**src/hw/rtl/bmprle_pkg.sv**
```systemverilog
// ============================================================================
// BMP RLE stream validator package
// Shared types and constants for the RLE8/RLE4 payload validator.
// ============================================================================
package bmprle_pkg;

    // Width of the column and row counters and of the size registers.
    localparam int unsigned DIM_W = 15;
    // Width of the configuration write data.
    localparam int unsigned CFG_DATA_W = 15;
    // Width of the configuration register index.
    localparam int unsigned CFG_IDX_W = 2;
    // Width of the palette size register.
    localparam int unsigned PAL_W = 9;

    // Configuration register indexes.
    localparam logic [CFG_IDX_W-1:0] CFG_IMAGE_WIDTH    = 2'd0;
    localparam logic [CFG_IDX_W-1:0] CFG_IMAGE_HEIGHT   = 2'd1;
    localparam logic [CFG_IDX_W-1:0] CFG_EIGHT_BIT_MODE = 2'd2;
    localparam logic [CFG_IDX_W-1:0] CFG_PALETTE_COLORS = 2'd3;

    // Configuration reset values.
    localparam logic [DIM_W-1:0] RST_IMAGE_WIDTH    = 15'd1;
    localparam logic [DIM_W-1:0] RST_IMAGE_HEIGHT   = 15'd1;
    localparam logic             RST_EIGHT_BIT_MODE = 1'b1;
    localparam logic [PAL_W-1:0] RST_PALETTE_COLORS = 9'd256;

    // Escape codes that follow a zero count byte.
    localparam logic [7:0] ESC_END_OF_LINE   = 8'd0;
    localparam logic [7:0] ESC_END_OF_BITMAP = 8'd1;
    localparam logic [7:0] ESC_DELTA         = 8'd2;

    // Parser phase.
    typedef enum logic [2:0] {
        PH_COUNT,
        PH_CODE,
        PH_DX,
        PH_DY,
        PH_LIT,
        PH_SWALLOW
    } t_phase;

    // Outcome of one byte.
    typedef enum logic [1:0] {
        V_NONE,
        V_BAD,
        V_GOOD
    } t_verdict;

endpackage

```
**src/hw/rtl/bmp_rle_stream_validator_top.sv**
```systemverilog
// ============================================================================
// BMP RLE stream validator
// Checks a BMP RLE8/RLE4 compressed payload byte by byte against the
// configured image size and palette, and gives one valid/invalid verdict.
// ============================================================================
//
//  Channel | Direction | Handshake                  | Payload
//  --------+-----------+----------------------------+-----------------------------
//  in      | input     | i_in_valid / o_in_stall    | i_stream_byte, i_last_byte
//  out     | output    | o_out_valid / i_out_stall  | o_stream_valid
//  cfg     | input     | i_cfg_valid / o_cfg_ready  | i_cfg_index, i_cfg_data
//
// The block takes one byte per cycle while the output is not stalled. A byte
// is first captured in an input register and is parsed from there, and the
// verdict that it decides is then registered in the output register.
// The sustained rate of one byte per cycle is set by the single parse stage,
// which updates column, row and the literal counters for one byte a cycle.
// Reset is synchronous and active low; it clears the parser, both valid
// flags and restores the configuration registers to their reset values.
// When the output is stalled with a verdict waiting, one more byte is still
// taken into the input register if it is empty; then the input stalls too.
// Configuration writes are always accepted into the configuration registers.
// ============================================================================
module bmp_rle_stream_validator_top #(
    parameter int unsigned MAX_DIMENSION = 16384
) (
    input  logic                              i_clk,
    input  logic                              i_rst_n,
    // Payload input
    input  logic                              i_in_valid,
    output logic                              o_in_stall,
    input  logic [7:0]                        i_stream_byte,
    input  logic                              i_last_byte,
    // Verdict output
    output logic                              o_out_valid,
    input  logic                              i_out_stall,
    output logic                              o_stream_valid,
    // Configuration writes
    input  logic                              i_cfg_valid,
    output logic                              o_cfg_ready,
    input  logic [bmprle_pkg::CFG_IDX_W-1:0]  i_cfg_index,
    input  logic [bmprle_pkg::CFG_DATA_W-1:0] i_cfg_data
);
    import bmprle_pkg::*;

    localparam int unsigned CMP_W = 17;

    // Configuration registers.
    logic [DIM_W-1:0] r_width;
    logic [DIM_W-1:0] r_height;
    logic             r_eight;
    logic [PAL_W-1:0] r_palette;

    // Input register.
    logic             r_in_valid;
    logic [7:0]       r_byte;
    logic             r_last;

    // Output register.
    logic             r_out_valid;
    logic             r_out_data;

    // Parser state.
    t_phase           r_phase,     n_phase;
    logic [DIM_W-1:0] r_column,    n_column;
    logic [DIM_W-1:0] r_row,       n_row;
    logic [7:0]       r_count,     n_count;
    logic [7:0]       r_lit_pix,   n_lit_pix;
    logic [7:0]       r_lit_bytes, n_lit_bytes;

    t_verdict         verdict;
    logic             emit;
    logic             advance;
    logic [DIM_W-1:0] eff_w;
    logic [DIM_W-1:0] eff_h;
    logic [DIM_W-1:0] room;
    logic             row_full;
    logic [7:0]       lit_bytes;
    logic [7:0]       pix_after_hi;

    // The parse stage moves whenever the output register is free or being
    // emptied in this cycle.
    assign advance     = !r_out_valid || !i_out_stall;
    assign o_in_stall  = r_in_valid && !advance;
    assign o_out_valid = r_out_valid;
    assign o_stream_valid = r_out_data;
    assign o_cfg_ready = 1'b1;

    // Configuration registers.
    always_ff @(posedge i_clk) begin
        if (!i_rst_n) begin
            r_width   <= RST_IMAGE_WIDTH;
            r_height  <= RST_IMAGE_HEIGHT;
            r_eight   <= RST_EIGHT_BIT_MODE;
            r_palette <= RST_PALETTE_COLORS;
        end else if (i_cfg_valid) begin
            case (i_cfg_index)
                CFG_IMAGE_WIDTH:    r_width   <= i_cfg_data[DIM_W-1:0];
                CFG_IMAGE_HEIGHT:   r_height  <= i_cfg_data[DIM_W-1:0];
                CFG_EIGHT_BIT_MODE: r_eight   <= i_cfg_data[0];
                CFG_PALETTE_COLORS: r_palette <= i_cfg_data[PAL_W-1:0];
                default:            r_width   <= r_width;
            endcase
        end
    end

    // Input register: loads whenever it is empty or its item moves on.
    always_ff @(posedge i_clk) begin
        if (!i_rst_n) begin
            r_in_valid <= 1'b0;
        end else if (!o_in_stall) begin
            r_in_valid <= i_in_valid;
        end
    end

    always_ff @(posedge i_clk) begin
        if (!o_in_stall && i_in_valid) begin
            r_byte <= i_stream_byte;
            r_last <= i_last_byte;
        end
    end

    // Sizes above the bound are used as the bound.
    assign eff_w = ({2'b00, r_width} > CMP_W'(MAX_DIMENSION)) ?
                   DIM_W'(MAX_DIMENSION) : r_width;
    assign eff_h = ({2'b00, r_height} > CMP_W'(MAX_DIMENSION)) ?
                   DIM_W'(MAX_DIMENSION) : r_height;

    // Pixels left in the current row; zero once the column has run past it.
    assign room     = (r_column >= eff_w) ? '0 : (eff_w - r_column);
    assign row_full = (r_row >= eff_h);

    // Bytes a literal occupies, rounded up to a whole 16-bit word, minus one.
    // In RLE4 two pixels share a byte. The largest case is 255 in RLE8.
    always_comb begin
        logic [8:0] data_bytes;
        logic [8:0] padded;
        data_bytes = r_eight ? {1'b0, r_byte} : ({1'b0, r_byte} + 9'd1) >> 1;
        padded     = (data_bytes + 9'd1) & ~9'd1;
        lit_bytes  = 8'(padded - 9'd1);
    end

    assign pix_after_hi = (r_lit_pix != 8'd0) ? (r_lit_pix - 8'd1) : 8'd0;

    function automatic logic bad_index(input logic [7:0] idx,
                                       input logic [PAL_W-1:0] colors);
        return {1'b0, idx} >= colors;
    endfunction

    // Next state and verdict for the byte in the input register.
    always_comb begin
        n_phase     = r_phase;
        n_column    = r_column;
        n_row       = r_row;
        n_count     = r_count;
        n_lit_pix   = r_lit_pix;
        n_lit_bytes = r_lit_bytes;
        verdict     = V_NONE;
        emit        = 1'b0;

        if (r_in_valid && advance) begin
            if (r_phase == PH_SWALLOW) begin
                // A verdict has been given; drop bytes up to the last one.
                if (r_last) begin
                    n_phase = PH_COUNT;
                end
            end else begin
                case (r_phase)
                    PH_COUNT: begin
                        n_count = r_byte;
                        n_phase = PH_CODE;
                    end
                    PH_CODE: begin
                        if (r_count != 8'd0) begin
                            // Encoded run: count pixels of one index or index pair.
                            if (row_full || ({7'd0, r_count} > room)) begin
                                verdict = V_BAD;
                            end else if (r_eight && bad_index(r_byte, r_palette)) begin
                                verdict = V_BAD;
                            end else if (!r_eight &&
                                         (bad_index({4'd0, r_byte[7:4]}, r_palette) ||
                                          (r_count > 8'd1 &&
                                           bad_index({4'd0, r_byte[3:0]}, r_palette)))) begin
                                verdict = V_BAD;
                            end else begin
                                n_column = r_column + DIM_W'(r_count);
                                n_phase  = PH_COUNT;
                            end
                        end else if (r_byte == ESC_END_OF_BITMAP) begin
                            verdict = V_GOOD;
                        end else if (r_byte == ESC_END_OF_LINE) begin
                            if (row_full) begin
                                verdict = V_BAD;
                            end else begin
                                n_column = '0;
                                n_row    = r_row + DIM_W'(1);
                                n_phase  = PH_COUNT;
                            end
                        end else if (r_byte == ESC_DELTA) begin
                            n_phase = PH_DX;
                        end else begin
                            // Absolute mode: a literal of r_byte pixels follows.
                            if (row_full || ({7'd0, r_byte} > room)) begin
                                verdict = V_BAD;
                            end else begin
                                n_lit_pix   = r_byte;
                                n_lit_bytes = lit_bytes;
                                n_column    = r_column + DIM_W'(r_byte);
                                n_phase     = PH_LIT;
                            end
                        end
                    end
                    PH_DX: begin
                        if (row_full || ({7'd0, r_byte} > room)) begin
                            verdict = V_BAD;
                        end else begin
                            n_column = r_column + DIM_W'(r_byte);
                            n_phase  = PH_DY;
                        end
                    end
                    PH_DY: begin
                        if (row_full || ({7'd0, r_byte} >= (eff_h - r_row))) begin
                            verdict = V_BAD;
                        end else begin
                            n_row   = r_row + DIM_W'(r_byte);
                            n_phase = PH_COUNT;
                        end
                    end
                    PH_LIT: begin
                        // Pad bytes after the last pixel pass unchecked.
                        if (r_eight) begin
                            if (r_lit_pix != 8'd0 && bad_index(r_byte, r_palette)) begin
                                verdict = V_BAD;
                            end
                            n_lit_pix = pix_after_hi;
                        end else begin
                            if (r_lit_pix != 8'd0 &&
                                bad_index({4'd0, r_byte[7:4]}, r_palette)) begin
                                verdict = V_BAD;
                            end else if (pix_after_hi != 8'd0 &&
                                         bad_index({4'd0, r_byte[3:0]}, r_palette)) begin
                                verdict = V_BAD;
                            end
                            n_lit_pix = (pix_after_hi != 8'd0) ?
                                        (pix_after_hi - 8'd1) : 8'd0;
                        end
                        if (r_lit_bytes == 8'd0) begin
                            n_phase = PH_COUNT;
                        end else begin
                            n_lit_bytes = r_lit_bytes - 8'd1;
                        end
                    end
                    default: begin
                        n_phase = PH_COUNT;
                    end
                endcase

                // A last byte without end-of-bitmap is a truncated payload.
                if (verdict != V_NONE || r_last) begin
                    emit = 1'b1;
                    n_phase = r_last ? PH_COUNT : PH_SWALLOW;
                end
            end

            // Restart clears the position and counters.
            if (r_last) begin
                n_phase     = PH_COUNT;
                n_column    = '0;
                n_row       = '0;
                n_count     = 8'd0;
                n_lit_pix   = 8'd0;
                n_lit_bytes = 8'd0;
            end
        end
    end

    // Parser state register.
    always_ff @(posedge i_clk) begin
        if (!i_rst_n) begin
            r_phase     <= PH_COUNT;
            r_column    <= '0;
            r_row       <= '0;
            r_count     <= 8'd0;
            r_lit_pix   <= 8'd0;
            r_lit_bytes <= 8'd0;
        end else begin
            r_phase     <= n_phase;
            r_column    <= n_column;
            r_row       <= n_row;
            r_count     <= n_count;
            r_lit_pix   <= n_lit_pix;
            r_lit_bytes <= n_lit_bytes;
        end
    end

    // Output register.
    always_ff @(posedge i_clk) begin
        if (!i_rst_n) begin
            r_out_valid <= 1'b0;
        end else if (advance) begin
            r_out_valid <= emit;
        end
    end

    always_ff @(posedge i_clk) begin
        if (advance && emit) begin
            r_out_data <= (verdict == V_GOOD);
        end
    end

endmodule

```
**config.mk**
```make
export PLATFORM = sky130hd
export DESIGN_NAME = bmp_rle_stream_validator_top
export DESIGN_NICKNAME = d
export VERILOG_FILES = /design/src/hw/rtl/bmprle_pkg.sv /design/src/hw/rtl/bmp_rle_stream_validator_top.sv
export SDC_FILE = /design/constraint.sdc
export NUM_CORES = 1
export LEC_CHECK = 0
export ABC_AREA = 1
export BUFFER_PORTS_ARGS = -buffer_cell sky130_fd_sc_hd__buf_4
export CAP_MARGIN = 5
export CELL_PAD_IN_SITES_DETAIL_PLACEMENT = 0
export CELL_PAD_IN_SITES_GLOBAL_PLACEMENT = 2
export CORE_MARGIN = 3
export CORE_UTILIZATION = 32
export DETAILED_ROUTE_END_ITERATION = 6
export PLACE_DENSITY = 0.86
export SYNTH_ARGS = -nofsm -noshare
export SYNTH_HDL_FRONTEND = slang
export SYNTH_SLANG_ARGS = --single-unit
```
**constraint.sdc**
```tcl
create_clock -name i_clk -period 4.2 [get_ports i_clk]
set_clock_uncertainty 0.15 [all_clocks]
set_input_delay 0.21 -clock i_clk [delete_from_list [all_inputs] [get_ports i_clk]]
set_output_delay 0.21 -clock i_clk [all_outputs]
set_load 0.05 [all_outputs]
```
# --- After elaboration in Yosys (flattened, before gate mapping) ---
# Index checks and enable logic that the tools add are counted.
# Widths: inputs -> output; s select.
classes:
  n_mux: 85
  n_reduce_logical: 43
  n_addsub: 12
  n_lt_le_gt_ge: 11
  n_eq_ne: 36
op_table:
  columns: ["operator", "count"]
  rows:
  - ["$mux 15", 21]
  - ["$mux 8", 22]
  - ["$pmux 15 s2", 2]
  - ["$add 15x8->15", 3]
  - ["$mux 3", 15]
  - ["$pmux 8 s2", 2]
  - ["$sub 8x1->8 const B", 4]
  - ["$ge 15x15->1", 2]
  - ["$gt 15x15->1 const B", 2]
  - ["$gt 8x15->1", 2]
  - ["$ne 5x5->1 const B", 6]
  - ["$sub 15x15->15", 2]
  - ["$ne 4x4->1 const B", 7]
  - ["$ne 3x3->1 const B", 9]
  - ["$reduce_bool 8->1", 3]
  - ["$ge 4x9->1", 2]
  - ["$reduce_and 9->1", 2]
  - ["$logic_not 8->1", 2]
  - ["$mux 2", 8]
  - ["$reduce_and 8->1", 2]
  - ["$add 15x1->15 const B", 1]
  - ["$ge 8x15->1", 1]
  - ["$pmux 3 s5", 1]
  - ["$mux 1", 13]
  - ["other kinds (25)", 53]
totals:
  output_inout_bits: 4
  word_cells: 202
  inputBits: 31
  ff_bits: 109

# --- Logic depth before layout (Yosys ltp) ---
# Gate-level depths: netlist of run 1.
logic_depth:
  depth_word: 20
  mapped_depth: 37
  ltp_nobuf: 36

# --- Least setup slack after synthesis of run 1 ---
# Ideal clock, no wire load.
synth_path:
  kind: "flip-flop to flip-flop"
  from: "reg r_width[4]"
  to: "reg r_out_data, in the netlist o_stream_valid, enable pin"
  stages_incl_launch_ff: 32
  setup_time_ns: 0.290
  arrival_time_ns: 3.695
  required_time_ns: 3.760
  synth_period_minus_slack_ns: 4.135
  path_buffers: 1
  slack_ns: 0.065
  cell_sequence: "dfxtp_1 inv_1 nand4_1 nor3_1 nand3_1 nand2_1 inv_1 clkbuf_1 nor2_1 ha_1 nand2_1 nor2_2 and2_1 nand2_2 nand2_1 nand2_2 or2_2 ha_1 nand2_1 o21ai_0 nand3_1 nand2_1 o21bai_1 a21oi_1 nand3_4 nand2_4 nand2_2 nand2_1 nor2_4 nand3_1 nand2_1 inv_1"
synth_between:
  elab_chain_len: 20
  elab_cells_between_ends: 24
  cone_classes: "add/sub (1); order compare (4); mux (14); reduce/logical (5)"
synth_rtl:
  columns: ["element", "line", "source"]
  rows:
  - ["start, declared", "bmp_rle_stream_validator_top.sv:49", "logic [DIM_W-1:0] r_width;"]
  - ["start signal, assigned", "bmp_rle_stream_validator_top.sv:98", "CFG_IMAGE_WIDTH: r_width <= i_cfg_data[DIM_W-1:0];"]
  - ["start signal, assigned", "bmp_rle_stream_validator_top.sv:102", "default: r_width <= r_width;"]
  - ["$gt 15x15->1", "bmp_rle_stream_validator_top.sv:124", "assign eff_w = ({2'b00, r_width} > CMP_W'(MAX_DIMENSION)) ?"]
  - ["$mux 15 *", "bmp_rle_stream_validator_top.sv:124", null]
  - ["$sub 15x15->15 / $ge 15x15->1 (equally long branches)", "bmp_rle_stream_validator_top.sv:130", "assign room = (r_column >= eff_w) ? '0 : (eff_w - r_column);"]
  - ["$mux 15 *", "bmp_rle_stream_validator_top.sv:130", null]
  - ["$gt 8x15->1", "bmp_rle_stream_validator_top.sv:203, bmp_rle_stream_validator_top.sv:214", null]
  - ["$logic_or 1x1->1", "bmp_rle_stream_validator_top.sv:203, bmp_rle_stream_validator_top.sv:214", null]
  - ["$mux 1", "bmp_rle_stream_validator_top.sv:203, bmp_rle_stream_validator_top.sv:214", null]
  - ["$mux 1", "bmp_rle_stream_validator_top.sv:199", "end else if (r_byte == ESC_DELTA) begin"]
  - ["[... 4 more ...]", null, null]
  - ["$mux 2 *", "bmp_rle_stream_validator_top.sv:162", "if (r_phase == PH_SWALLOW) begin"]
  - ["$mux 2 *", "bmp_rle_stream_validator_top.sv:161", "if (r_in_valid && advance) begin"]
  - ["$reduce_bool 2->1 *", "bmp_rle_stream_validator_top.sv:259", "if (verdict != V_NONE || r_last) begin"]
  - ["$logic_or 1x1->1 *", "bmp_rle_stream_validator_top.sv:259", null]
  - ["$mux 1 *", "bmp_rle_stream_validator_top.sv:259", null]
  - ["$mux 1 *", "bmp_rle_stream_validator_top.sv:162", null]
  - ["$mux 1 *", "bmp_rle_stream_validator_top.sv:161", null]
  - ["$logic_and 1x1->1 *", "bmp_rle_stream_validator_top.sv:306", "if (advance && emit) begin"]
  - ["end signal, assigned", "bmp_rle_stream_validator_top.sv:307", "r_out_data <= (verdict == V_GOOD);"]
  - ["end, declared", "bmp_rle_stream_validator_top.sv:61", "logic r_out_data;"]
# Mark *: on every way between the ends. The rest lies on a longest branch, timed or not. The select of a mux whose other input is x is not followed.
# A chain may end at the register's enable or synchronous reset.

# --- Final worst setup path of run 1 ---
layout_path:
  from: "reg r_width[2]"
  to: "reg r_lit_bytes[6]"
layout_between:
  elab_chain_len: 8
  elab_cells_between_ends: 9
  cone_classes: "add/sub (1); order compare (3); eq/ne (1); mux (2); reduce/logical (2)"
layout_rtl:
  columns: ["element", "line", "source"]
  rows:
  - ["$gt 15x15->1", "bmp_rle_stream_validator_top.sv:124", null]
  - ["$mux 15 *", "bmp_rle_stream_validator_top.sv:124", null]
  - ["$sub 15x15->15 / $ge 15x15->1 (equally long branches)", "bmp_rle_stream_validator_top.sv:130", null]
  - ["$mux 15 *", "bmp_rle_stream_validator_top.sv:130", null]
  - ["$gt 8x15->1 *", "bmp_rle_stream_validator_top.sv:203", "if (row_full || ({7'd0, r_byte} > room)) begin"]
  - ["$logic_or 1x1->1 *", "bmp_rle_stream_validator_top.sv:203", null]
  - ["$ne 3x3->1 (no source line) *", null, null]
  - ["$reduce_and 9->1 (no source line) *", null, null]
  - ["end signal, assigned", "bmp_rle_stream_validator_top.sv:292", "r_lit_bytes <= n_lit_bytes;"]
  - ["end, declared", "bmp_rle_stream_validator_top.sv:69", "logic [7:0] r_lit_bytes, n_lit_bytes;"]
# Mark *: on every way between the ends. The rest lies on a longest branch, timed or not.

==> impl_metrics.tcl, run 1 <==
set metrics [dict create \
    clock_path_buffers 2 \
    dieArea_mm2 0.0339 \
    ios 35 \
    violations "setup timing" \
    synth_compound_area_share_pct 17.4 \
    critPathMostFrequentCell "buf_4" \
    setup_slack_ns -0.233 \
    setup_violations 36 \
    rsz0062_at_grt "true" \
    clk_pin_slew_ns 0.08 \
    cts_tree "done" \
    synth.most_common_cell "nand2_1" \
    drt-initial-drc-count 642 \
    startpoint_type "flip-flop" \
    drc_errors 0 \
    fin_crit_ns 4.43 \
    cap_violations 0 \
    finalHoldViolations 0 \
    rows 64 \
    crit_buf_inv 13 \
    via_count 10554 \
    power_mw 4.23 \
    yosysWarnings 0 \
    cts_sinks 109 \
    yosys.area.top_type "dfxtp_1" \
    ys.flop_type "dfxtp_1" \
    finalCritPeriodShare_pct 106 \
    p_leak_nw 6.02 \
    critPathMaxFanout 7 \
    ys_seq_elements 109 \
    area_growth_pct 26.3 \
    antenna_found_initial 0 \
    avgSynthCellArea_um2 6.37 \
    fin_tns_setup_ns -6.21 \
    grt_pass1_wl_um 53700 \
    synth_edf_count 10 \
    crit_arrival_ns 4.58 \
    cts_buffers 9 \
    vdd_drop_max_uv 214 \
    gp_congestion 0.880 \
    yosys.cell_types.count 61 \
    synthSimpleGateAreaFrac_pct 31.8 \
    nets 1891 \
    coreArea_mm2 0.0309 \
    critPathCaptureType "flip-flop" \
    diodes 0 \
    synth_top_family_by_area "simple AND/OR/NAND/NOR gates" \
    viasPerCell 4.90 \
    fmax_mhz 226 \
    die_x_um 184 \
    relSlewSlack_pct 27.1 \
    synth.top_cells.by_area "dfxtp_1 (20%), nand2_1 (13%), ha_1 (13%)" \
    yosysTopAreaCellShare_pct 19.5 \
    report.final.slew_viol_count 0 \
    min_path_type "input port to flip-flop" \
    n_fill_cell 3265 \
    syn_inst 1594 \
    rrSetupSlack_ns -0.23 \
    slowest_stage "dfxtp_2" \
    critPathMaxStageDelay_ns 0.33 \
    yosys.area_share.xor_xnor_pct 3.54 \
    antenna_left 0 \
    final_area_mm2 0.0128 \
    power_density_mw_per_mm2 329 \
    grt-ovfl-total 0 \
    drive_above_1_share_pct 19.4 \
    dpl-instance-area_mm2 0.0116 \
    fin_cells 2154 \
    synth_seq_area_share_pct 22.5 \
    syn_area_mm2 0.0102 \
    path_class "flip-flop to flip-flop" \
    placed_cells 2099 \
    htreeDepth 3 \
    preCtsSetupSlack_ns -0.413 \
    grt_pass1_vias 10217 \
    hold_slack_ns 0.0161 \
    portBuffers 33 \
    drt_pass1_iterations 5 \
    clock_latency_ns 0.37 \
    yosys-top-cells-count "nand2_1 (361), inv_1 (241), a21oi_1 (161)" \
    cpLargestDelayFamily "buffers and inverters" \
    synthAdderAreaFrac_pct 13.6 \
    start_util_pct 32.9 \
    muxShareOfSynthArea_pct 0 \
    cts_root_buffer "clkbuf_16" \
    tightest_slew_ns 1.09 \
    status "finished with violations" \
    cp.required_ns 4.35 \
    die_y_um 184 \
    async_flop_share_pct 0 \
    synth.net_count 1732 \
    drt_wl_total_um 33700 \
    grt_start_max_net_pins 57 \
    final_util_pct 41.5 \
    route.detailed.wl_per_inst_um 15.6 \
    dp_hpwl_um 26100 \
    grt_usage_pct 19.9 \
]
[registers in the layout, indices dropped and copies added (netlist names), 3 cells and up]
name	cells
r_phase	3
r_height	15
r_palette	9
r_lit_pix	8
r_row	15
r_byte	8
r_width	15
r_lit_bytes	8
r_column	15
r_count	8
[tightest hold or removal path: stages]
cell	delay, ns
buf_4	0.10
o21ai_0	0.08
a21oi_1	0.11
[final timing paths]
kind	from	end	depth (start not counted)
max	r_width[2]	r_lit_bytes[6]	31
min reg2reg	r_row[14]	r_row[14]	2
min	i_cfg_data[5]	r_palette[5]	3
max reg2reg	r_width[2]	r_lit_bytes[6]	31
[cell families after synthesis]
family,count (synthesis)
adders and majority gates,107
AOI/OAI and AO/OA,317
other,1
buffers and inverters,291
DFF,109
xor gates and xnor gates,41
and+or+nand+nor,728
[power by group]
part / internal (mW) / leakage (nW) / total, mW / switching, mW
registers: 1.11 / 0.907 / 1.18 / 0.0706
clock network: 0.407 / 0.126 / 0.852 / 0.445
logic: 0.924 / 4.98 / 2.19 / 1.27
total: 2.44 / 6.02 / 4.23 / 1.78
[layout by cell type (no fill, tap or decap), drive strengths merged, types with 4 or more instances in the layout]
| cell | n |
|---|---|
| nand2 | 371 |
| inv | 259 |
| nor2 | 170 |
| buf | 164 |
| a21oi | 162 |
| nand3 | 111 |
| ha | 102 |
| o21ai | 100 |
| dfxtp | 99 |
| nand4 | 31 |
| xor2 | 26 |
| xnor2 | 15 |
| dlygate4sd3 | 13 |
| nor3 | 12 |
| clkbuf | 11 |
| nor4 | 11 |
| edfxtp | 10 |
| or2 | 10 |
| a211oi | 10 |
| o211ai | 9 |
| o22ai | 7 |
| a31oi | 6 |
| o21bai | 6 |
| and2 | 6 |
| fa | 5 |
| clkinvlp | 4 |
[layer usage]
metal | GRT usage [%] | routed length (µm) | share of wire [%] | vias to the layer above
li1 | - | - | - | 5549
met1 | 27.1 | 16300 | 48 | 4809
met2 | 33.5 | 15700 | 47 | 148
met3 | 2.21 | 858 | 2.5 | 48
met4 | 5.47 | 777 | 2.3 | 0
met5 | 0 | 0 | 0 | -
[cell type report]
cell class	instances	area [µm²]	share of cell area, %
flip-flops and latches	109	2280	17.8
inverters	260	982	7.65
repair buffers	177	1460	11.4
multi-input cells	1195	7340	57.2
clock inverters	5	35.0	0.273
clock buffers	11	233	1.81
well taps	396	495	3.86
repair inverters	1	7.51	0.0585
[what timing repair did]
item                                   in CTS  in global routing
cloned                                      3                  0
hold buffers                               13                  0
endpoints found under the hold margin      14                  0
pin swaps                                  53                 22
resized for setup                         111                 32
buffers inserted                           21                  2
setup endpoints to repair                  36                 50
Note: power is estimated with default switching activity, not from simulation.
==> run 2, diff against run 1 <==
--- a/config.mk
+++ b/config.mk
@@ -14,6 +14,7 @@
 export CORE_UTILIZATION = 32
 export DETAILED_ROUTE_END_ITERATION = 6
 export PLACE_DENSITY = 0.86
+export SETUP_SLACK_MARGIN = 0.2
 export SYNTH_ARGS = -nofsm -noshare
 export SYNTH_HDL_FRONTEND = slang
 export SYNTH_SLANG_ARGS = --single-unit
==> impl_metrics.tcl, run 2 (synthesis gave the netlist of run 1 again) <==
set metrics [dict create \
    use_met1_pct 25.9 \
    viasPerCell 4.90 \
    rr_startpoint "r_width[4]" \
    area_growth_pct 29.1 \
    clock_path_buffers 2 \
    final_util_pct 42.4 \
    final_common_cell "nand2_1" \
    pwr-share-comb_pct 52.1 \
    clock_latency_ns 0.38 \
    cts_tree "done" \
    cts_buffers 9 \
    critPathMaxStageDelay_ns 0.30 \
    power_frac_clock_pct 20.4 \
    antenna_found_initial 0 \
    p_leak_nw 6.10 \
    critPathMostFrequentCell "nand2_2" \
    cap_violations 0 \
    grt_start_max_net_pins 57 \
    relSlewSlack_pct 49.6 \
    grt_pass1_wl_um 53300 \
    dp_hpwl_um 25500 \
    rsz0062_at_grt "true" \
    route.detailed.wl_per_inst_um 15.3 \
    slowest_stage "dfxtp_1" \
    startpoint_type "flip-flop" \
    grt-ovfl-total 0 \
    cts_sinks 109 \
    fmax_mhz 219 \
    preCtsSetupSlack_ns -0.368 \
    violations "setup timing" \
    portBuffers 33 \
    coreArea_mm2 0.0309 \
    dieArea_mm2 0.0339 \
    drc_errors 0 \
    clk_pin_slew_ns 0.07 \
    r2r-end "r_lit_pix[4]" \
    fin_cells 2156 \
    use_met2_pct 33.8 \
    setup_violations 36 \
    layout_common_cells "nand2_1 (324), inv_1 (233), buf_4 (141)" \
    cp.required_ns 4.31 \
    rows 64 \
    finalCritPeriodShare_pct 109 \
    fin_tns_setup_ns -9.71 \
    hold_depth 3 \
    diodes 0 \
    drive_above_1_share_pct 21.5 \
    grt_pass1_vias 10337 \
    tightest_slew_ns 0.756 \
    intPower_mw 2.51 \
    start_util_pct 32.9 \
    seqPwrFrac_pct 27.5 \
    critPathCaptureType "flip-flop" \
    grt_usage_pct 19.6 \
    report.final.slew_viol_count 0 \
    drt_pass1_iterations 5 \
    nets 1893 \
    crit_start "r_width[4]" \
    placed_cells 2090 \
    critPathMaxFanout 7 \
    die_y_um 184 \
    via_count 10555 \
    vdd_drop_max_uv 236 \
    switching_power_mw 1.80 \
    rr_worst_depth 36 \
    power_density_mw_per_mm2 328 \
    busiest_layer "met2" \
    finalHoldViolations 0 \
    min_path_type "input port to flip-flop" \
    path_class "flip-flop to flip-flop" \
    gp_congestion 0.881 \
    htreeDepth 3 \
    worstSetupEndpoint "r_lit_pix[4]" \
    setup_slack_ns -0.361 \
    power_mw 4.31 \
    netSwitchingFraction_pct 41.7 \
    die_x_um 184 \
    drt-initial-drc-count 563 \
    gr-usage-met3_pct 2.15 \
    crit_arrival_ns 4.67 \
    fin_crit_ns 4.56 \
    status "finished with violations" \
    antenna_left 0 \
    rrSetupSlack_ns -0.36 \
    ios 35 \
    cts_root_buffer "clkbuf_16" \
    drt_wl_total_um 33000 \
]
## run 2: cell count changes in the layout (fill, tap and decap cells not counted), moves of 5 or more
| cell | change |
|---|---|
| nand2_1 | -15 |
| a21oi_1 | -11 |
| a21oi_2 | +10 |
| nand2_2 | +10 |
| o21ai_0 | -7 |
| buf_4 | -6 |
| dlygate4sd3_1 | +5 |
| nand2_4 | +5 |
| o21ai_1 | +5 |
## run 2: timing repair
action	CTS	global route
gates resized for setup	107	91
setup buffers	18	13
endpoints found under the setup margin	49	51
pin swaps	33	53
hold buffers	18	0
endpoints found under the hold margin	21	0
cloned	1	0
## run 2: power by group through the flow
stage	combinational (mW)	clock [mW]	sequential, mW
3_3_place_gp	1.87	0	1.20
6_report	2.25	0.877	1.18
2_1_floorplan	1.31	0	1.18
4_1_cts	2.04	0.912	1.18
5_1_grt	2.51	0.937	1.19
3_5_place_dp	1.88	0	1.20
## run 2: per-stage QoR
step / hold slack, ns / cell area, µm²
2_1_floorplan: 0.159 / 10200
3_3_place_gp: 0.240 / 11500
3_5_place_dp: 0.239 / 11500
4_1_cts: 0.00134 / 12600
5_1_grt: 0.0155 / 13100
6_report: 0.00888 / 13100
## run 2: how the worst min path moves through the flow
stage,startpoint,endpoint,slack (ns)
2_1_floorplan,i_stream_byte[0],r_byte[0],0.16
3_3_place_gp,i_stream_byte[0],r_byte[0],0.24
3_5_place_dp,i_stream_byte[1],r_byte[1],0.24
4_1_cts,i_cfg_data[3],r_width[3],0.001
5_1_grt,i_cfg_data[3],r_palette[3],0.02
6_report,i_cfg_data[3],r_width[3],0.009
## run 2: routing by layer
metal / wire [µm] / share of wire, %
met1: 15900 / 48
met5: 0 / 0
met3: 830 / 2.5
met2: 15600 / 47
met4: 640 / 1.9
## run 2: final cells by class
cell class | count | area [µm²]
repair buffers | 180 | 1530
flip-flops and latches | 109 | 2280
fillers | 3173 | 17800
clock buffers | 11 | 254
inverters | 260 | 987
clock inverters | 5 | 42.5
multi-input cells | 1194 | 7510
well taps | 396 | 495
repair inverters | 1 | 7.51
## run 2: worst max-delay path, delay by kind of cell, from the launching register on
family	cells	cell delay [ns]
AO/OA/AOI/OAI	10	1.23
adder cells (fa/ha/maj)	2	0.48
buffers and inverters	7	0.79
flip-flops	1	0.30
AND/OR/NAND/NOR	17	1.49
